--- src/design/tun_pkg.sv ---
// tun_pkg: widths and shared types for the triangle unit normal pipeline
// used by the square root cells, the divider cells and the top level
`default_nettype none

package tun_pkg;

  localparam int unsigned FIELD_W  = 32;            // one coordinate or result field
  localparam int unsigned IN_W     = 9 * FIELD_W;   // nine vertex coordinates
  localparam int unsigned OUT_W    = 3 * FIELD_W;   // three normal components
  localparam int unsigned VW       = 31;            // normalized component, top bit at 30
  localparam int unsigned SW       = 64;            // sum of squares
  localparam int unsigned LW       = 32;            // rounded length
  localparam int unsigned RW       = 35;            // square root partial remainder
  localparam int unsigned DW       = 33;            // divisor, twice the length
  localparam int unsigned QW       = 31;            // quotient magnitude
  localparam int unsigned SQRT_STEPS = SW / 2;
  localparam int unsigned DIV_STEPS  = QW;

  typedef struct packed {
    logic [2:0] neg;   // sign of each cross product component
    logic       deg;   // cross product is all zero
  } tun_flags_t;

endpackage

`default_nettype wire

--- src/design/tun_div_cell.sv ---
// tun_div_cell: one quotient bit of restoring division for three lanes at once
// depends on tun_pkg; lanes share the divisor and the low dividend bits
`default_nettype none

module tun_div_cell (
  input  wire logic                              clk_i,
  input  wire logic                              rst_ni,
  input  wire logic                              en_i,
  input  wire logic                              valid_i,
  input  wire logic [tun_pkg::DW-1:0]            den_i,
  input  wire logic [tun_pkg::QW-1:0]            lo_i,
  input  wire logic [2:0][tun_pkg::DW-1:0]       rem_i,
  input  wire logic [2:0][tun_pkg::QW-1:0]       quo_i,
  input  wire tun_pkg::tun_flags_t               flags_i,
  output logic                                   valid_o,
  output logic [tun_pkg::DW-1:0]                 den_o,
  output logic [tun_pkg::QW-1:0]                 lo_o,
  output logic [2:0][tun_pkg::DW-1:0]            rem_o,
  output logic [2:0][tun_pkg::QW-1:0]            quo_o,
  output tun_pkg::tun_flags_t                    flags_o
);

  logic [2:0][tun_pkg::DW:0]   acc;
  logic [2:0]                  ge;
  logic [2:0][tun_pkg::DW-1:0] rem_d, rem_q;
  logic [2:0][tun_pkg::QW-1:0] quo_d, quo_q;
  logic                        valid_q;
  logic [tun_pkg::DW-1:0]      den_q;
  logic [tun_pkg::QW-1:0]      lo_q;
  tun_pkg::tun_flags_t         flags_q;

  always_comb begin
    for (int l = 0; l < 3; l++) begin
      acc[l]   = {rem_i[l], lo_i[tun_pkg::QW-1]};
      ge[l]    = (acc[l] >= {1'b0, den_i});
      // remainder stays below the divisor, so the top bit drops cleanly
      rem_d[l] = ge[l] ? tun_pkg::DW'(acc[l] - {1'b0, den_i})
                       : acc[l][tun_pkg::DW-1:0];
      quo_d[l] = {quo_i[l][tun_pkg::QW-2:0], ge[l]};
    end
  end

  always_ff @(posedge clk_i or negedge rst_ni) begin
    if (!rst_ni) begin
      valid_q <= 1'b0;
    end else if (en_i) begin
      valid_q <= valid_i;
    end
  end

  always_ff @(posedge clk_i) begin
    if (en_i) begin
      den_q   <= den_i;
      lo_q    <= {lo_i[tun_pkg::QW-2:0], 1'b0};
      rem_q   <= rem_d;
      quo_q   <= quo_d;
      flags_q <= flags_i;
    end
  end

  assign valid_o = valid_q;
  assign den_o   = den_q;
  assign lo_o    = lo_q;
  assign rem_o   = rem_q;
  assign quo_o   = quo_q;
  assign flags_o = flags_q;

endmodule

`default_nettype wire

--- config.mk ---
export PLATFORM = sky130hd
export DESIGN_NAME = tun_div_cell
export DESIGN_NICKNAME = d
export VERILOG_FILES = /design/src/design/tun_pkg.sv /design/src/design/tun_div_cell.sv
export SDC_FILE = /design/constraint.sdc
export NUM_CORES = 1
export LEC_CHECK = 0
export BUFFER_PORTS_ARGS = -buffer_cell sky130_fd_sc_hd__buf_2
export CAP_MARGIN = 15
export CORE_AREA = 2 2 204 206
export DETAILED_ROUTE_END_ITERATION = 8
export DIE_AREA = 0 0 206 208
export GPL_TIMING_DRIVEN = 0
export SETUP_SLACK_MARGIN = 0.4
export SYNTH_ARGS = -nofsm -noshare
export SYNTH_HDL_FRONTEND = slang
export SYNTH_SLANG_ARGS = --single-unit
--- constraint.sdc ---
create_clock -name clk_i -period 1.1 [get_ports clk_i]
set_clock_uncertainty 0.05 [all_clocks]
set_input_delay 0.22 -clock clk_i [delete_from_list [all_inputs] [get_ports clk_i]]
set_output_delay 0.22 -clock clk_i [all_outputs]
set_load 0.01 [all_outputs]
==> impl_metrics.toml, run 1 <==
[logic_synthesis]
synthArstFlopShare = 0.00385
ys_types = 76
synth_nets = 1620
synth.yosys.seq_area_share = 0.541
yosys_warnings = 0
ys.flop_type = "edfxtp_1"
avgSynthCellArea_um2 = 11.5
syn_area_um2 = 14400
synth-seq-cells = 260
synth_cells = 1256
synth_edf_count = 259

[route]
drc = 0
drt_iter0_markers = 607
ant_nets = 0
vias = 13634
avgViaCountPerCell = 5.15
routed_wl_um = 58500
firstDrtPassIters = 5
wire_per_inst_um = 22.1

[timing]
setup_ws_ps = -1800
fmax_ghz = 0.344
setup_viol = 362
tns_ps = -225050
hold_violations = 93
period_share = 2.64
max_slew.worst_pin.slew_ps = 701
period_minus_slack_ps = 2900
hold_slack_ps = -97.8
timing.final.max_slew_violations = 0
relSlewSlack = 0.533
rsz0062_at_grt = "true"

[clock_tree]
cts.sinks = 260
numCtsBuffers = 30
root_buffer = "clkbuf_16"
cts_tree = "built"
clk_pin_slew_ps = 60
h-tree-depth = 1
hold_buffers = 179
clkLatencyLatePin_ps = 570
cts_max_path_buffers = 3

[grt]
grt_use_total = 0.258
grt_overflow = 0
antenna_found_initial = 12
grt_pass1_wl_um = 83500
grt_pass1_vias = 13927
grt_max_degree = 127

[power]
p_leak_nw = 9.97
ir_drop_mv = 1.03
p_per_area_nw_per_um2 = 1440
power_mw = 33.3

[floorplan]
rows = 74
io_pins = 525
die_area_um2 = 42800
die_h_um = 208
initial_utilization = 0.356
die_w_um = 206
core_um2 = 40600

[place]
dp_hpwl_um = 41800
gp_congestion = 0.871
port_buffers = 520

[worst_setup_path]
critPathSlowestCell = "fa_2"
critPathLaunchType = "input port"
cp_max_fo = 6
slowest_delay_ps = 380
cp.required_ps = 1370
end_kind = "register"
critical-path-top-delay-family = "compound AO/OA/AOI/OAI gates"
crit_buf_inv = 7
path_depth = 18
cp_data_arrival_time_ps = 3180
critPathKind = "in2reg"
path_common_cell = "buf_12"
crit_chain = "buf_12 -> inv_12 -> ha_4 -> inv_4 -> buf_12 -> fa_2 -> a21oi_4 -> o21ai_4 -> a31oi_4 -> buf_6 -> o211ai_4 -> a311o_1 -> a21o_1 -> a21boi_4 -> o21ai_4 -> buf_12 -> buf_12 -> mux2_4"
reg2reg_depth = 1

[layout]
final_net_count = 2447
syn2layout_area_growth_pct = 60.6
fillers = 3381
layout-drive-gt1-share = 0.424

[worst_hold_path]
hold_class = "in2reg"
hold_path_depth = 3

[outcome]
violations = "negative hold slack, negative setup slack"
status = "finished, violations left"

[run]
cap_violations = 0
[flip-flops by register name, summed over array words and instances, names as in the netlist]
signal   flops
lo_o        30
rem_o       99
quo_o       93
valid_o      1
den_o       33
flags_o      4
[path summary, 6_finish.rpt]
kind	start	to	slack [ps]
worst max-delay path	lo_i[30]	rem_o[69]	-1800
worst min-delay path	rem_i[26]	rem_o[27]	-100
worst max register to register	valid_o	valid_o	290
worst min register to register	valid_o	valid_o	480
max in group asynchronous	rst_ni	valid_o	470
min in group asynchronous	rst_ni	valid_o	430
[area by class of cell]
cell class / count / area, um^2 / share of cell area
Inverter: 52 / 254 / 0.0110
Tap cell: 532 / 666 / 0.0287
Timing Repair Buffer: 794 / 5750 / 0.248
Multi-Input combinational cell: 905 / 7200 / 0.311
Clock buffer: 35 / 801 / 0.0346
Clock inverter: 21 / 292 / 0.0126
Antenna cell: 6 / 15.0 / 0.000648
Buffer: 40 / 379 / 0.0164
Sequential cell: 260 / 7800 / 0.337
[Yosys cell counts, types with 5 or more instances]
master | n | area share
edfxtp_1 | 259 | 0.54
a31oi_1 | 12 | 0.0052
nor4_1 | 7 | 0.0030
clkbuf_1 | 30 | 0.0078
o21ai_1 | 6 | 0.0021
a21oi_1 | 125 | 0.043
mux2_4 | 28 | 0.029
ha_1 | 97 | 0.084
o31ai_1 | 7 | 0.0036
nor2_1 | 80 | 0.021
nand2b_1 | 8 | 0.0035
nand3_1 | 22 | 0.0076
nand2_1 | 126 | 0.033
o211ai_1 | 7 | 0.0036
and2_1 | 6 | 0.0026
a21o_1 | 40 | 0.021
inv_1 | 51 | 0.013
a31o_2 | 5 | 0.0030
mux2_2 | 5 | 0.0039
nand4_1 | 16 | 0.0069
xnor2_1 | 34 | 0.021
xor2_1 | 43 | 0.026
a211oi_1 | 11 | 0.0057
o21a_1 | 9 | 0.0047
o21bai_1 | 11 | 0.0057
buf_2 | 6 | 0.0021
and3_1 | 14 | 0.0061
o21ai_0 | 98 | 0.034
nor3_1 | 9 | 0.0031
nor2b_1 | 9 | 0.0039
[power by group]
group	total, mW	switching [mW]	leakage (nW)	internal [mW]
Combinational	9.70	5.13	6.91	4.57
Clock	11.1	4.41	0.514	6.66
Sequential	12.6	0.311	2.55	12.3
Total	33.3	9.85	9.97	23.5
[placed cells by master (no fill, tap or decap), types with 7 or more instances in the layout]
cell and count:
a21oi_1 107, nor2_1 75, xor2_1 43, buf_12 12, clkbuf_8 11, xnor2_1 32, o211ai_1 7, mux2_4 33
buf_16 8, o21ai_0 59, ha_4 16, nand2_1 111, a21oi_4 8, a31oi_1 9, o21bai_1 11, edfxtp_1 259
clkbuf_16 32, a21oi_2 13, o21ai_2 23, a21o_1 40, nand3_1 19, buf_6 65, nand2_2 9, clkinvlp_4 17
o21a_1 9, buf_2 478, o21ai_4 8, o21ai_1 17, nor3_1 7, buf_4 56, nor2b_1 8, nand2b_1 8
and3_1 13, ha_1 75, nand4_1 16, clkbuf_1 18, dlygate4sd3_1 179, a211oi_1 8, inv_1 34
[per-stage QoR]
step           area, um^2  worst slack, ps  instances   util
4_1_cts             22400            -1770       2617  0.552
2_1_floorplan       14700            -1820       1256      -
3_3_place_gp        17900            -4180       2308  0.442
3_5_place_dp        18000            -2640       2310  0.444
5_1_grt             23200            -1850       2643  0.571
6_report            23200            -1800       2645  0.571
[timing repair]
action | 4_1_cts | 5_1_grt
endpoints found under the hold margin | 275 | 91
resized for setup | 201 | 141
cloned | 9 | 0
endpoints found under the setup margin | 598 | 598
buffers inserted | 63 | 22
pin swaps | 51 | 52
[cells by family (layout without fill, tap and decap cells)]
logic type | Yosys count | in the layout | share of synthesized area
other | 1 | 7 | 0.000260
buffers and inverters | 92 | 942 | 0.0263
adders and majority gates | 100 | 100 | 0.0883
and+or+nand+nor | 315 | 315 | 0.100
xor gates and xnor gates | 77 | 77 | 0.0468
muxes | 37 | 37 | 0.0360
AOI/OAI and AO/OA | 374 | 375 | 0.161
DFF | 260 | 260 | 0.541
[per-layer routing]
metal,track usage,share of wire,vias to the layer above
li1,-,-,6403
met1,0.284,0.37,6591
met2,0.480,0.52,496
met3,0.0508,0.063,132
met4,0.103,0.041,12
met5,0,0.0013,-
No activity file was read; power rests on OpenSTA's default activity.
==> run 2: changes to the inputs <==
--- a/config.mk
+++ b/config.mk
@@ -5,12 +5,14 @@
 export SDC_FILE = /design/constraint.sdc
 export NUM_CORES = 1
 export LEC_CHECK = 0
+export ABC_AREA = 1
 export BUFFER_PORTS_ARGS = -buffer_cell sky130_fd_sc_hd__buf_2
 export CAP_MARGIN = 15
-export CORE_AREA = 2 2 204 206
+export CORE_AREA = 2 2 202 204
 export DETAILED_ROUTE_END_ITERATION = 8
-export DIE_AREA = 0 0 206 208
+export DIE_AREA = 0 0 204 206
 export GPL_TIMING_DRIVEN = 0
+export PLACE_DENSITY = 0.7
 export SETUP_SLACK_MARGIN = 0.4
 export SYNTH_ARGS = -nofsm -noshare
 export SYNTH_HDL_FRONTEND = slang
==> run 2 against run 1 <==
  * The run still ends with negative hold slack, negative setup slack left
  * Final cell count is 41% higher
  * Wire length is 42% higher
  * Clock power hardly changed
  * Synthesized cell count is 78% higher
  * Critical path depth is 5 lower
  * First-iteration DRC count grew to 2.7 times the previous value
  * Critical path type unchanged
  * Highest routed layer is now met4
==> impl_metrics.toml, run 2 <==
[outcome]
status = "finished, violations left"
violations = "negative hold slack, negative setup slack"

[power]
p_leak_nw = 14.4
p_per_area_nw_per_um2 = 1230
ir_drop_mv = 1.30
power_mw = 36.8

[grt]
grt_pass1_wl_um = 115000
antenna_found_initial = 5
grt_max_degree = 50
grt_overflow = 0
grt_pass1_vias = 18736
grt_use_total = 0.371

[run]
cap_violations = 0

[layout]
final_common_cell = "nand2_1"
largest_reg_flops = 99
regArea_um2 = 7800
multi_input_area_um2 = 10900
finalNonFillerCells = 3730
fillers = 2845
layout-drive-gt1-share = 0.433
final_net_count = 3533
syn2layout_area_growth_pct = 71.3
final_cell_mix = "nand2_1 (681), buf_2 (447), inv_1 (347)"
stdcell_area_um2 = 30000

[worst_setup_path]
reg2reg_from = "valid_o"
critPathKind = "in2reg"
reg2reg_depth = 2
critPathLaunchType = "input port"
rrSetupSlack_ps = 160
end_kind = "register"
cp_data_arrival_time_ps = 2400
cp_max_fo = 5
cp.required_ps = 1500
r2r_end = "valid_o"

[clock_tree]
numCtsBuffers = 30
clkLatencyLatePin_ps = 580
root_buffer = "clkbuf_16"
h-tree-depth = 1
cts_max_path_buffers = 3
clk_pin_slew_ps = 70
cts.sinks = 260
cts_tree = "built"

[timing]
hold_slack_ps = -105
setup_ws_ps = -901
max_slew.worst_pin.slew_ps = 662
setup_viol = 362
rsz0062_at_grt = "true"
period_share = 1.82
hold_violations = 95
relSlewSlack = 0.557
fmax_ghz = 0.500
period_minus_slack_ps = 2000
timing.final.max_slew_violations = 0

[logic_synthesis]
synth_nets = 2605
synth_edf_count = 259
syn_area_um2 = 17500
synth_area_leader_cell = "edfxtp_1"
synth-seq-cells = 260
ys_types = 36
synth_top_cell_area_share = 0.445
synthArstFlopShare = 0.00385
avgSynthCellArea_um2 = 7.81
synth.yosys.seq_area_share = 0.446
synth_area_leaders = "edfxtp_1 (44%), nand2_1 (19%), inv_1 (8.7%)"
synth_cells = 2241
yosys_warnings = 0
synth.most_common_cell = "nand2_1"
synth_common_cells = "nand2_1 (870), inv_1 (406), edfxtp_1 (259)"
ys.flop_type = "edfxtp_1"

[floorplan]
die_w_um = 204
core_um2 = 40200
die_h_um = 206
rows = 74
initial_utilization = 0.435
die_area_um2 = 42000
io_pins = 525

[worst_hold_path]
holdPathEnd = "den_o[12]"
worstHoldStart = "en_i"
hold_path_depth = 1
hold_class = "in2reg"

[route]
wire_per_inst_um = 22.2
drt_iter0_markers = 1627
avgViaCountPerCell = 5.16
drc = 0
firstDrtPassIters = 6
routed_wl_um = 82800
vias = 19251
ant_nets = 0

[place]
gp_congestion = 0.976
dp_hpwl_um = 57200
post_dp_cell_area_um2 = 21400
port_buffers = 520
dp.cells = 3295
dp_slack_ps = -1740
[run 2: changes by cell type in the layout (fill, tap and decap cells not counted), sizes merged, moves of 44 or more]
cell	delta
buf	+127
nand3	+194
a21oi	-65
o21ai	-104
nor2	+44
inv	+341
nand2	+768
[run 2: final cells by class]
type	count	share of cell area
Timing Repair Buffer	893	0.246
Buffer	29	0.0131
Inverter	413	0.0570
Clock buffer	34	0.0262
Antenna cell	5	0.000417
Clock inverter	22	0.0100
Tap cell	532	0.0222
Sequential cell	260	0.260
Multi-Input combinational cell	1542	0.365
[run 2: cell families (layout without fill, tap and decap cells)]
group	after synthesis	count (layout)	share of synthesized area
AND/OR/NAND/NOR	1323	1326	0.336
buffers and inverters	442	1391	0.102
flip-flops	260	260	0.446
adder cells (fa/ha/maj)	100	100	0.0728
AO/OA/AOI/OAI	72	72	0.0215
XOR/XNOR	42	42	0.0210
other	1	6	0.000214
multiplexers	1	1	0.000644
[run 2: critical path, stage by stage]
cell      delay (ps)
buf_2            160
ha_4             180
clkinv_8          70
fa_2             430
nand2_2          110
nand2_1          110
nand3_1          130
nand2_2          120
nand2_1          100
nand2_2           90
xor2_1           550
nand2_4           70
nand2_2           70
[run 2: worst max-delay path by stage]
stage          startpoint  slack [ps]         to
6_report         den_i[0]        -900  rem_o[45]
3_5_place_dp    den_i[17]       -1740  rem_o[66]
2_1_floorplan   den_i[23]        -790  rem_o[97]
4_1_cts         den_i[31]        -740  rem_o[28]
3_3_place_gp         en_i       -4040    valid_o
5_1_grt          den_i[0]        -910  rem_o[45]
[run 2: routing by layer]
metal  share of wire  track usage  up-vias
met1            0.37        0.436     9017
met2            0.48        0.647      973
met3           0.075       0.0571      252
met4           0.071        0.215        0
li1                -            -     9009
met5               0            0        -
[run 2: through the flow]
step | TNS [ps] | hold WS (ps) | util
6_report | -151170 | -105 | 0.746
5_1_grt | -162920 | -119 | 0.746
4_1_cts | -143810 | -92.4 | 0.713
3_5_place_dp | -297160 | -52.5 | 0.533
3_3_place_gp | -1152190 | -54.8 | 0.532
2_1_floorplan | -78660 | -126 | -
[run 2: repair_timing]
action / in CTS / in global routing
gates cloned: 24 / 2
endpoints found under the hold margin: 275 / 101
hold buffers: 164 / 1
setup buffers: 148 / 36
gates resized for setup: 537 / 255
endpoints found under the setup margin: 546 / 445
pin swaps: 127 / 74
[run 2: power breakdown]
| part | leakage, nW | internal (mW) | switching (mW) |
|---|---|---|---|
| clock network | 0.525 | 6.59 | 4.48 |
| logic | 11.3 | 5.70 | 7.48 |
| registers | 2.54 | 12.2 | 0.371 |
| total | 14.4 | 24.5 | 12.3 |
