**config.mk**
```make
export PLATFORM = sky130hd
export DESIGN_NAME = tun_sqrt_cell
export DESIGN_NICKNAME = d
export VERILOG_FILES = /design/src/design/tun_pkg.sv /design/src/design/tun_sqrt_cell.sv
export SDC_FILE = /design/constraint.sdc
export NUM_CORES = 1
export LEC_CHECK = 0
export BUFFER_PORTS_ARGS = -buffer_cell sky130_fd_sc_hd__buf_2
export CORE_MARGIN = 3
export CORE_UTILIZATION = 30
export CTS_BUF_LIST = sky130_fd_sc_hd__clkbuf_8
export CTS_CLUSTER_SIZE = 25
export DETAILED_ROUTE_END_ITERATION = 7
export HOLD_SLACK_MARGIN = 0.06
export PLACE_DENSITY = 0.55
export SETUP_SLACK_MARGIN = 0.02
export SYNTH_ARGS = -nofsm -noshare
export SYNTH_HDL_FRONTEND = slang
export SYNTH_SLANG_ARGS = --single-unit
```
**constraint.sdc**
```tcl
create_clock -name clk_i -period 0.8 [get_ports clk_i]
set_input_delay 0.04 -clock clk_i [delete_from_list [all_inputs] [get_ports clk_i]]
set_output_delay 0.04 -clock clk_i [all_outputs]
set_load 0.005 [all_outputs]
```
**src/design/tun_pkg.sv**
```systemverilog
// tun_pkg: widths and shared types for the triangle unit normal pipeline
// used by the square root cells, the divider cells and the top level
`default_nettype none

package tun_pkg;

  localparam int unsigned FIELD_W  = 32;            // one coordinate or result field
  localparam int unsigned IN_W     = 9 * FIELD_W;   // nine vertex coordinates
  localparam int unsigned OUT_W    = 3 * FIELD_W;   // three normal components
  localparam int unsigned VW       = 31;            // normalized component, top bit at 30
  localparam int unsigned SW       = 64;            // sum of squares
  localparam int unsigned LW       = 32;            // rounded length
  localparam int unsigned RW       = 35;            // square root partial remainder
  localparam int unsigned DW       = 33;            // divisor, twice the length
  localparam int unsigned QW       = 31;            // quotient magnitude
  localparam int unsigned SQRT_STEPS = SW / 2;
  localparam int unsigned DIV_STEPS  = QW;

  typedef struct packed {
    logic [2:0] neg;   // sign of each cross product component
    logic       deg;   // cross product is all zero
  } tun_flags_t;

endpackage

`default_nettype wire

```
**src/design/tun_sqrt_cell.sv**
```systemverilog
// tun_sqrt_cell: one digit step of the restoring integer square root
// depends on tun_pkg; the chain of these cells yields one root bit per cell
`default_nettype none

module tun_sqrt_cell (
  input  wire logic                              clk_i,
  input  wire logic                              rst_ni,
  input  wire logic                              en_i,
  input  wire logic                              valid_i,
  input  wire logic [tun_pkg::SW-1:0]            s_i,
  input  wire logic [tun_pkg::LW-1:0]            root_i,
  input  wire logic [tun_pkg::RW-1:0]            rem_i,
  input  wire logic [2:0][tun_pkg::VW-1:0]       v_i,
  input  wire tun_pkg::tun_flags_t               flags_i,
  output logic                                   valid_o,
  output logic [tun_pkg::SW-1:0]                 s_o,
  output logic [tun_pkg::LW-1:0]                 root_o,
  output logic [tun_pkg::RW-1:0]                 rem_o,
  output logic [2:0][tun_pkg::VW-1:0]            v_o,
  output tun_pkg::tun_flags_t                    flags_o
);

  logic [tun_pkg::RW-1:0]      acc;
  logic [tun_pkg::RW-1:0]      trial;
  logic                        ge;
  logic                        valid_q;
  logic [tun_pkg::SW-1:0]      s_q, s_d;
  logic [tun_pkg::LW-1:0]      root_q, root_d;
  logic [tun_pkg::RW-1:0]      rem_q, rem_d;
  logic [2:0][tun_pkg::VW-1:0] v_q;
  tun_pkg::tun_flags_t         flags_q;

  // bring down the next two bits of the radicand
  assign acc   = {rem_i[tun_pkg::RW-3:0], s_i[tun_pkg::SW-1 -: 2]};
  assign trial = {1'b0, root_i, 2'b01};
  assign ge    = (acc >= trial);

  always_comb begin
    rem_d  = ge ? (acc - trial) : acc;
    root_d = {root_i[tun_pkg::LW-2:0], ge};
    s_d    = {s_i[tun_pkg::SW-3:0], 2'b00};
  end

  always_ff @(posedge clk_i or negedge rst_ni) begin
    if (!rst_ni) begin
      valid_q <= 1'b0;
    end else if (en_i) begin
      valid_q <= valid_i;
    end
  end

  always_ff @(posedge clk_i) begin
    if (en_i) begin
      s_q     <= s_d;
      root_q  <= root_d;
      rem_q   <= rem_d;
      v_q     <= v_i;
      flags_q <= flags_i;
    end
  end

  assign valid_o = valid_q;
  assign s_o     = s_q;
  assign root_o  = root_q;
  assign rem_o   = rem_q;
  assign v_o     = v_q;
  assign flags_o = flags_q;

endmodule

`default_nettype wire

```
==> results of run 1 <==
-- report_power, final --
part,switching [mW],internal [mW]
clock network,4.68,4.96
registers,0.300,14.4
logic,3.25,4.07
total,8.24,23.4
-- sequential cells by signal (all words and copies together) (netlist names) --
register / flops
rem_o: 35
flags_o: 4
root_o: 32
valid_o: 1
s_o: 62
v_o: 93
-- worst max-delay path, cell delays in order --
cell,delay [ps]
buf_12,90
inv_12,30
ha_4,240
nand4_1,170
nand2b_4,190
or3_4,390
a211oi_4,240
o31ai_4,100
o21ai_4,220
buf_12,140
buf_12,130
mux2_4,310
-- layout make-up --
| class | instances | area [um2] | area share [%] |
|---|---|---|---|
| Sequential cell | 227 | 6810 | 39.7 |
| Timing Repair Buffer | 856 | 6180 | 36.0 |
| Multi-Input combinational cell | 313 | 2800 | 16.3 |
| Clock buffer | 40 | 551 | 3.21 |
| Tap cell | 390 | 488 | 2.84 |
| Inverter | 46 | 195 | 1.14 |
| Clock inverter | 26 | 138 | 0.801 |
| Antenna cell | 3 | 7.51 | 0.0437 |
-- routing by layer --
metal / vias to the layer above / GRT usage (%)
met1: 4049 / 22.5
met5: - / 0
met3: 89 / 5.65
met4: 0 / 8.26
met2: 352 / 36.3
li1: 4040 / -
-- cell families (layout without fill, tap and decap cells) --
kind of cell | count (synthesis) | in the layout
compound gates | 121 | 121
xor+xnor | 31 | 31
fa+ha+maj | 34 | 34
buf+inv | 59 | 968
flops | 227 | 227
mux | 15 | 15
other cells | 1 | 5
simple gates | 110 | 110
-- repair_timing --
| action | 4_1_cts | 5_1_grt |
|---|---|---|
| pin swaps | 14 | 20 |
| buffers inserted | 7 | 13 |
| resized for setup | 54 | 59 |
| gates cloned | 2 | 1 |
| hold endpoints to repair | 319 | 81 |
| setup endpoints to repair | 263 | 490 |
| hold buffers | 227 | 2 |
-- synthesized netlist by cell type, types with 4 or more instances --
master,n,area [um2]
nor2_1,45,169
ha_1,34,425
or3_1,4,25.0
mux2_2,7,78.8
buf_4,5,37.5
edfxtp_1,226,6790
a21oi_2,4,35.0
nor2b_1,4,25.0
a21oi_1,46,230
buf_2,4,20.0
and3_1,5,31.3
nor3_1,10,50.1
xnor2_1,21,184
nand4_1,9,56.3
nand2_1,20,75.1
o21ai_0,20,100
inv_1,46,173
xor2_1,10,87.6
a21o_1,8,60.1
o211ai_1,5,37.5
mux2_1,4,45.0
-- final timing paths --
path	end	depth (start not counted)	from	slack (ps)
worst max-delay path	rem_o[3]	12	root_i[22]	-1250
worst min-delay path	rem_o[29]	5	rem_i[27]	70
worst max register to register	valid_o	2	valid_o	-70
worst min register to register	valid_o	2	valid_o	620
max in group asynchronous	valid_o	3	rst_ni	330
min in group asynchronous	valid_o	3	rst_ni	370
-- per-stage QoR --
step	std cells	hold slack, ps	TNS [ps]	power [mW]	util, %
global placement	1584	-185	-61160	20.5	45.0
global route	1901	63.8	-169680	33.3	57.2
detailed placement	1584	-185	-63510	20.6	45.0
floorplan	599	-256	-45260	17.2	-
finish	1901	70.1	-150430	31.6	57.2
CTS	1886	-164	-152020	31.7	56.1
==> results.ini, run 1 <==
[clock_network]
cts_tree=built
h-tree-depth=2
cts_buffers=40
root_buffer=clkbuf_8
clock_latency_ps=530
clockBufferDepth=3
path_clk_slew_ps=50
cts_sinks=227

[die]
fp.dieW_um=182
fp.coreArea_um2=30000
fp-row-count=63
io_pins=461
start_util_pct=30.9
die_h_um=182
dieArea_um2=33100

[yosys]
synthSimpleGateAreaFrac_pct=5.65
syn_inst=598
synth_warnings=0
synthMuxAreaShare_pct=1.82
synth_cell_types=61
syn_area_um2=9280
ys_seq_area_share_pct=73.4
synth_top_family_by_area=compound AO/OA/AOI/OAI gates
synthAdderAreaFrac_pct=4.59
synthXorXnorAreaFrac_pct=2.93
synth-compound-area-share_pct=8.71
ys_seq_elements=227
synth_ff_type=edfxtp_1
synth_edf_count=226
postSynth.asyncResetShare_pct=0.441
avgSynthCellArea_um2=15.5

[grt]
antenna_found_initial=3
grt_usage_pct=20.2
grt_pass1_vias=9137
grt-ovfl-total=0
grt_pass1_wl_mm=51.9
grt_max_degree=31

[timing]
setup_viol=490
skew_ps=0
fin_ws_ps=-1250
timing_hold_violations_final=0
rsz0062_at_grt=true
fin_crit_ps=2050
fmax_ghz=0.488
maxSlewViolCount=0
fin_crit_sh_pct=256

[job]
drv_cap=0

[outcome]
failed_checks=setup timing
status=finished with violations

[worst_hold_path]
hold_class=in2reg

[cells_and_area]
layout-drive-gt1-share_pct=52.6
layout_common_cells=buf_2, dlygate4sd3_1, edfxtp_1
final_common_cell=buf_2
areaGrowthSynthToFinish_pct=85.2
stdcell_area_um2=17200
fillers=2499
nets=1750

[placed_design]
place_hpwl_mm=25.0
placed_area_um2=13500
place_ws_ps=-1850
gp_congestion=0.802
port_buffers=456

[drt]
wl_met3_mm=2.49
num_vias=8530
dr.pass1.iters=5
antenna_left=0
wl_met1_mm=13.0
wire_per_inst_um=18.5
route.met2.wl_mm=18.3
drt-vias-per-instance=4.49
routed_wl_mm=35.1
drt-initial-drc-count=370
drc=0
routed.top_layer=met4

[critical_path]
worstSetupPathType=in2reg
cp_max_fo=5
crit_path_end_kind=flip-flop
crit_arrival_ps=2320
required_ps=1070
critPathLaunchType=input port

[pwr]
power.density_nw_per_um2=1840
p_leak_nw=7.51
ir_drop_mv=0.892

No activity file was read; power rests on OpenSTA's default activity.
==> inputs of run 2 (changes only) <==
--- a/config.mk
+++ b/config.mk
@@ -5,12 +5,13 @@
 export SDC_FILE = /design/constraint.sdc
 export NUM_CORES = 1
 export LEC_CHECK = 0
+export ABC_CLOCK_PERIOD_IN_PS = 800
 export BUFFER_PORTS_ARGS = -buffer_cell sky130_fd_sc_hd__buf_2
-export CORE_MARGIN = 3
-export CORE_UTILIZATION = 30
+export CORE_AREA = 3 3 180 182
 export CTS_BUF_LIST = sky130_fd_sc_hd__clkbuf_8
 export CTS_CLUSTER_SIZE = 25
 export DETAILED_ROUTE_END_ITERATION = 7
+export DIE_AREA = 0 0 183 185
 export HOLD_SLACK_MARGIN = 0.06
 export PLACE_DENSITY = 0.55
 export SETUP_SLACK_MARGIN = 0.02
==> results.ini, run 2 (synthesized netlist as in run 1, its figures left out) <==
[timing]
fin_ws_ps=-1270  ; -22.2 ps
fin_crit_ps=2070  ; +22.2 ps
fin_crit_sh_pct=259  ; +2.8 points
skew_ps=0  ; unchanged
timing_hold_violations_final=4  ; +4
setup_viol=264  ; -46%
rsz0062_at_grt=true
fmax_ghz=0.483  ; -1.1%
maxSlewViolCount=0  ; unchanged
hold_ws_ps=-110  ; -180 ps

[drt]
wl_met1_mm=13.6  ; +5.1%
drt-vias-per-instance=4.46  ; -0.64%
route.met2.wl_mm=18.4  ; +0.37%
dr.pass1.iters=4  ; -1
antenna_left=0  ; unchanged
wire_per_inst_um=18.5  ; +0.35%
drt-initial-drc-count=340  ; -8.1%
wl_met3_mm=2.56  ; +3.1%
drc=0  ; unchanged
routed_wl_mm=35.5  ; +1.0%
routed.top_layer=met5
num_vias=8533  ; +0.035%

[clock_network]
cts_sinks=227  ; unchanged
cts_buffers=41  ; +2.5%
cts_tree=built
path_clk_slew_ps=60  ; about the same
clock_latency_ps=540  ; about the same
h-tree-depth=2  ; unchanged
clockBufferDepth=3  ; unchanged
root_buffer=clkbuf_8

[outcome]
failed_checks=hold timing, setup timing
status=finished with violations

[placed_design]
placed_area_um2=13500  ; -0.17%
port_buffers=456  ; unchanged
place_ws_ps=-1790  ; +64.9 ps
gp_congestion=0.840  ; +4.7%
place_hpwl_mm=25.3  ; +1.3%

[pwr]
power.density_nw_per_um2=1870  ; +1.4%
p_leak_nw=7.58  ; +0.87%
ir_drop_mv=1.12  ; +25%
power_mw=32.3  ; +2.0%

[cells_and_area]
areaGrowthSynthToFinish_pct=86.4
layout-drive-gt1-share_pct=52.9  ; +0.32 points
largest_reg_flops=93  ; unchanged
stdcell_area_um2=17300  ; +0.66%
nets=1749  ; -0.057%
layout_common_cells=buf_2, edfxtp_1, dlygate4sd3_1
final_core_util_pct=56.2  ; -0.97 points
fillers=2555  ; +2.2%
final_common_cell=buf_2

[critical_path]
worstSetupPathType=in2reg
required_ps=1060  ; about the same
critical_path.max_stage_delay_ps=390  ; about the same
crit_path_end_kind=flip-flop
r2r_cells=2  ; unchanged
cp_max_fo=7  ; +2
crit_buf_inv=4  ; unchanged
crit_chain=buf_6 -> inv_4 -> ha_4 -> nand4_1 -> nand2b_4 -> or3_4 -> a211oi_4 -> o31ai_4 -> o21ai_4 -> buf_6 -> buf_12 -> mux2_4
crit_arrival_ps=2330  ; about the same
cp_top_family=simple AND/OR/NAND/NOR gates
critPathLaunchType=input port
cp_slowest_cell=or3_4
crit_cells=12  ; unchanged
crit_path_frequent_cell=buf_6

[die]
start_util_pct=30.2  ; -0.72 points
fp-row-count=64  ; +1.6%
fp.dieW_um=183  ; +0.64%
fp.coreArea_um2=30700  ; +2.4%
io_pins=461  ; unchanged
die_h_um=185  ; +1.7%
dieArea_um2=33900  ; +2.4%

[worst_hold_path]
holdPathStages=1  ; -4
hold_class=in2reg

[grt]
grt_max_degree=26  ; -16%
grt_usage_pct=19.9  ; -0.32 points
grt_pass1_vias=8995  ; -1.6%
grt-ovfl-total=0  ; unchanged
grt_pass1_wl_mm=51.5  ; -0.78%
antenna_found_initial=7  ; +4

[job]
drv_cap=0  ; unchanged

-- run 2: changes by cell type in the layout (fill, tap and decap cells not counted), moves of 5 or more --
cell      change
buf_6         +5
clkinv_1      -5
a21oi_2       +5
inv_1        +10
a21oi_1       -6
buf_4         -6
-- run 2: layout make-up --
class	count	area, um2	area share (%)
repair buffers	854	6160	35.6
clock buffers	44	606	3.50
inverters	46	198	1.14
diodes	4	10.0	0.0579
flip-flops and latches	227	6810	39.4
clock inverters	30	161	0.934
multi-input cells	313	2850	16.5
well taps	396	495	2.87
-- run 2: per-layer routing --
layer,GRT usage [%],vias to the layer above
li1,-,4047
met1,22.3,4117
met2,36.2,304
met3,5.79,59
met4,6.95,6
met5,0,-
-- run 2: where the power goes --
group	internal, mW	total [mW]	switching (mW)
Sequential	14.4	14.7	0.293
Clock	5.44	10.2	4.79
Combinational	4.11	7.40	3.29
Total	23.9	32.3	8.37
-- run 2: repair_timing --
item	CTS	global route
pin swaps	9	7
cloned	4	0
hold buffers	225	1
endpoints found under the setup margin	263	263
hold endpoints to repair	435	131
buffers inserted	17	7
gates resized for setup	88	52
-- run 2: worst paths after layout --
check                      startpoint   endpoint  slack (ps)
max in group asynchronous      rst_ni    valid_o         360
setup reg to reg              valid_o    valid_o         -70
setup / recovery           root_i[23]  rem_o[22]       -1270
hold reg to reg               valid_o    valid_o         610
hold / removal                   en_i    v_o[22]        -110
min in group asynchronous      rst_ni    valid_o         340
-- run 2: per-stage QoR --
step / setup TNS (ps) / hold WS [ps] / cells
after floorplan: -45260 / -256 / 599
after global placement: -68290 / -184 / 1591
after detailed placement: -69700 / -183 / 1591
after CTS: -109850 / -159 / 1911
after global routing: -116670 / -145 / 1914
final: -101630 / -110 / 1914
==> inputs of run 3 (changes only) <==
--- a/config.mk
+++ b/config.mk
@@ -5,15 +5,16 @@
 export SDC_FILE = /design/constraint.sdc
 export NUM_CORES = 1
 export LEC_CHECK = 0
+export ABC_AREA = 1
 export ABC_CLOCK_PERIOD_IN_PS = 800
 export BUFFER_PORTS_ARGS = -buffer_cell sky130_fd_sc_hd__buf_2
-export CORE_AREA = 3 3 180 182
+export CORE_AREA = 3 3 179 181
 export CTS_BUF_LIST = sky130_fd_sc_hd__clkbuf_8
 export CTS_CLUSTER_SIZE = 25
 export DETAILED_ROUTE_END_ITERATION = 7
-export DIE_AREA = 0 0 183 185
+export DIE_AREA = 0 0 182 184
 export HOLD_SLACK_MARGIN = 0.06
-export PLACE_DENSITY = 0.55
+export PLACE_DENSITY = 0.58
 export SETUP_SLACK_MARGIN = 0.02
 export SYNTH_ARGS = -nofsm -noshare
 export SYNTH_HDL_FRONTEND = slang
==> results.ini, run 3 <==
[timing]
timing_hold_violations_final=0  ; -4
skew_ps=0  ; unchanged
fin_crit_sh_pct=168  ; -91 points
hold_ws_ps=17.4  ; +127 ps
rsz0062_at_grt=true
fin_crit_ps=1340  ; -728 ps
fmax_ghz=0.744  ; +54%
maxSlewViolCount=0  ; unchanged
setup_viol=263  ; -0.38%
setup_tns_ps=-78770  ; +22850 ps
fin_ws_ps=-544  ; +728 ps

[critical_path]
required_ps=1070  ; about the same
crit_path_end_kind=flip-flop
rr_startpoint=valid_o
worstSetupPathType=in2reg
critPathLaunchType=input port
crit_arrival_ps=1620  ; -710 ps
cp_max_fo=6  ; -1
startpoint=root_i[20]

[grt]
grt_pass1_wl_mm=54.7  ; +6.3%
grt_usage_pct=21.1  ; +1.2 points
antenna_found_initial=4  ; -3
grt-ovfl-total=0  ; unchanged
grt_max_degree=37  ; +42%
grt_pass1_vias=10000  ; +12%

[yosys]
ys_seq_area_share_pct=68.6  ; -4.9 points
postSynth.asyncResetShare_pct=0.441  ; unchanged
syn_inst=888  ; +48%
yosysTopAreaCell=edfxtp_1
synth_edf_count=226  ; unchanged
ys_seq_elements=227  ; unchanged
avgSynthCellArea_um2=11.2  ; -28%
synth_common_cells=nand2_1, edfxtp_1, inv_1, nor2_1
synth_cell_types=29  ; -52%
syn_area_um2=9930  ; +7.1%
synth_top_area_share_pct=68.3  ; -4.8 points
synth.area.top_cells=edfxtp_1, nand2_1, inv_1
synth_warnings=0  ; unchanged
yosysMostFrequentCell=nand2_1
synth_ff_type=edfxtp_1

[drt]
drt-vias-per-instance=4.42  ; -0.87%
dr.pass1.iters=4  ; unchanged
drt-initial-drc-count=432  ; +27%
wire_per_inst_um=17.4  ; -6.0%
num_vias=9599  ; +12%
drc=0  ; unchanged
routed_wl_mm=37.9  ; +6.7%
antenna_left=0  ; unchanged

[pwr]
combPwrFrac_pct=24.0  ; +1.1 points
power.density_nw_per_um2=1760  ; -5.6%
p_sw_mw=8.67  ; +3.5%
p_leak_nw=8.43  ; +11%
p_int_mw=23.3  ; -2.6%
ir_drop_mv=1.15  ; +2.8%
pwr-share-seq_pct=45.9  ; +0.5 points
clkPwrFrac_pct=30.1  ; -1.6 points
p_sw_share_pct=27.1  ; +1.2 points

[clock_network]
cts_buffers=40  ; -2.4%
h-tree-depth=2  ; unchanged
cts_tree=built
path_clk_slew_ps=50  ; about the same
cts_sinks=227  ; unchanged
clock_latency_ps=530  ; about the same
clockBufferDepth=3  ; unchanged
root_buffer=clkbuf_8

[die]
fp.dieW_um=182  ; -0.55%
start_util_pct=32.5  ; +2.3 points
die_h_um=184  ; -0.54%
io_pins=461  ; unchanged
fp.coreArea_um2=30600  ; -0.52%
dieArea_um2=33500  ; -1.1%
fp-row-count=64  ; unchanged

[outcome]
failed_checks=setup timing
status=finished with violations

[placed_design]
port_buffers=456  ; unchanged
gp_congestion=0.903  ; +7.4%
place_ws_ps=-1180  ; +610 ps
place_hpwl_mm=27.0  ; +6.6%

[cells_and_area]
largest_reg_flops=93  ; unchanged
layout_common_cells=buf_2, nand2_1, dlygate4sd3_1
layout-drive-gt1-share_pct=48.9  ; -4.0 points
final_common_cell=buf_2
nets=2016  ; +15%
areaGrowthSynthToFinish_pct=82.4

[job]
drv_cap=0  ; unchanged

[worst_hold_path]
hold_class=in2reg
hp-start=en_i

-- run 3: changes by cell type after synthesis, sizes merged, moves of 14 or more --
cell   delta
nand2   +286
inv      +85
nand3    +33
a21oi    -21
xnor2    -19
nor2     +16
o21ai    -14
-- run 3: cells by family (layout without fill, tap and decap cells) --
kind of cell               after synthesis  count (layout)  share of synthesized area [%]
other                                    1               4                         0.0378
buffers and inverters                  139            1024                           5.69
DFF                                    227             227                           68.6
AOI/OAI and AO/OA                       43              43                           2.36
adders and majority gates               34              34                           4.28
muxes                                    1               1                          0.113
xor gates and xnor gates                18              18                           1.59
and+or+nand+nor                        425             425                           17.4
-- run 3: power groups by stage --
stage	Combinational, mW	Clock [mW]	Sequential [mW]
floorplan	2.11	0	15.0
CTS	7.22	9.96	14.6
global route	8.32	10.6	14.7
detailed placement	5.73	0	14.9
finish	7.67	9.63	14.7
global placement	5.66	0	14.9
-- run 3: metrics by stage --
step | total power [mW] | instance area (um2) | util (%) | cells
global route | 33.6 | 18100 | 59.2 | 2172
finish | 32.0 | 18100 | 59.2 | 2172
CTS | 31.8 | 17600 | 57.7 | 2159
floorplan | 17.1 | 10400 | - | 889
detailed placement | 20.6 | 14100 | 46.0 | 1854
global placement | 20.5 | 14100 | 46.0 | 1854
-- run 3: critical path, cell delays in order --
cell and delay, ps:
buf_2 100, inv_2 40, ha_4 300, nand2_4 70
nor2_4 120, nand2_1 70, inv_2 60, nand2_1 70
nor3_2 130, nor2_2 70, nand2_4 140, clkinv_8 100
clkbuf_16 180, nand2_2 60, nand2_1 40
-- run 3: path summary, 6_finish.rpt --
path | cells past startpoint | to | slack, ps
max | 15 | rem_o[27] | -540
min reg2reg | 1 | valid_o | 520
min in group asynchronous | 3 | valid_o | 350
max in group asynchronous | 3 | valid_o | 340
min | 2 | root_o[3] | 20
max reg2reg | 1 | valid_o | 50
-- run 3: repair_timing --
| action | CTS | global route |
|---|---|---|
| resized for setup | 162 | 106 |
| pin swaps | 34 | 30 |
| endpoints found under the hold margin | 421 | 146 |
| hold buffers | 227 | 2 |
| gates cloned | 0 | 2 |
| endpoints found under the setup margin | 263 | 263 |
| setup buffers | 12 | 7 |
-- run 3: layout make-up --
type	instances	area (um2)
timing repair buffer	827	5990
antenna	2	5.00
multi-input combinational	523	3570
inverter	131	557
clock inverter	26	141
sequential	227	6810
tap	396	495
fill	2529	12500
clock buffer	40	551
-- run 3: routing by layer --
metal,vias up,GRT usage [%],part of all wire (%)
met5,-,0,0.071
met4,4,8.17,3.4
met3,94,4.73,6.4
met2,358,37.5,51
met1,4473,24.9,39
li1,4670,-,-
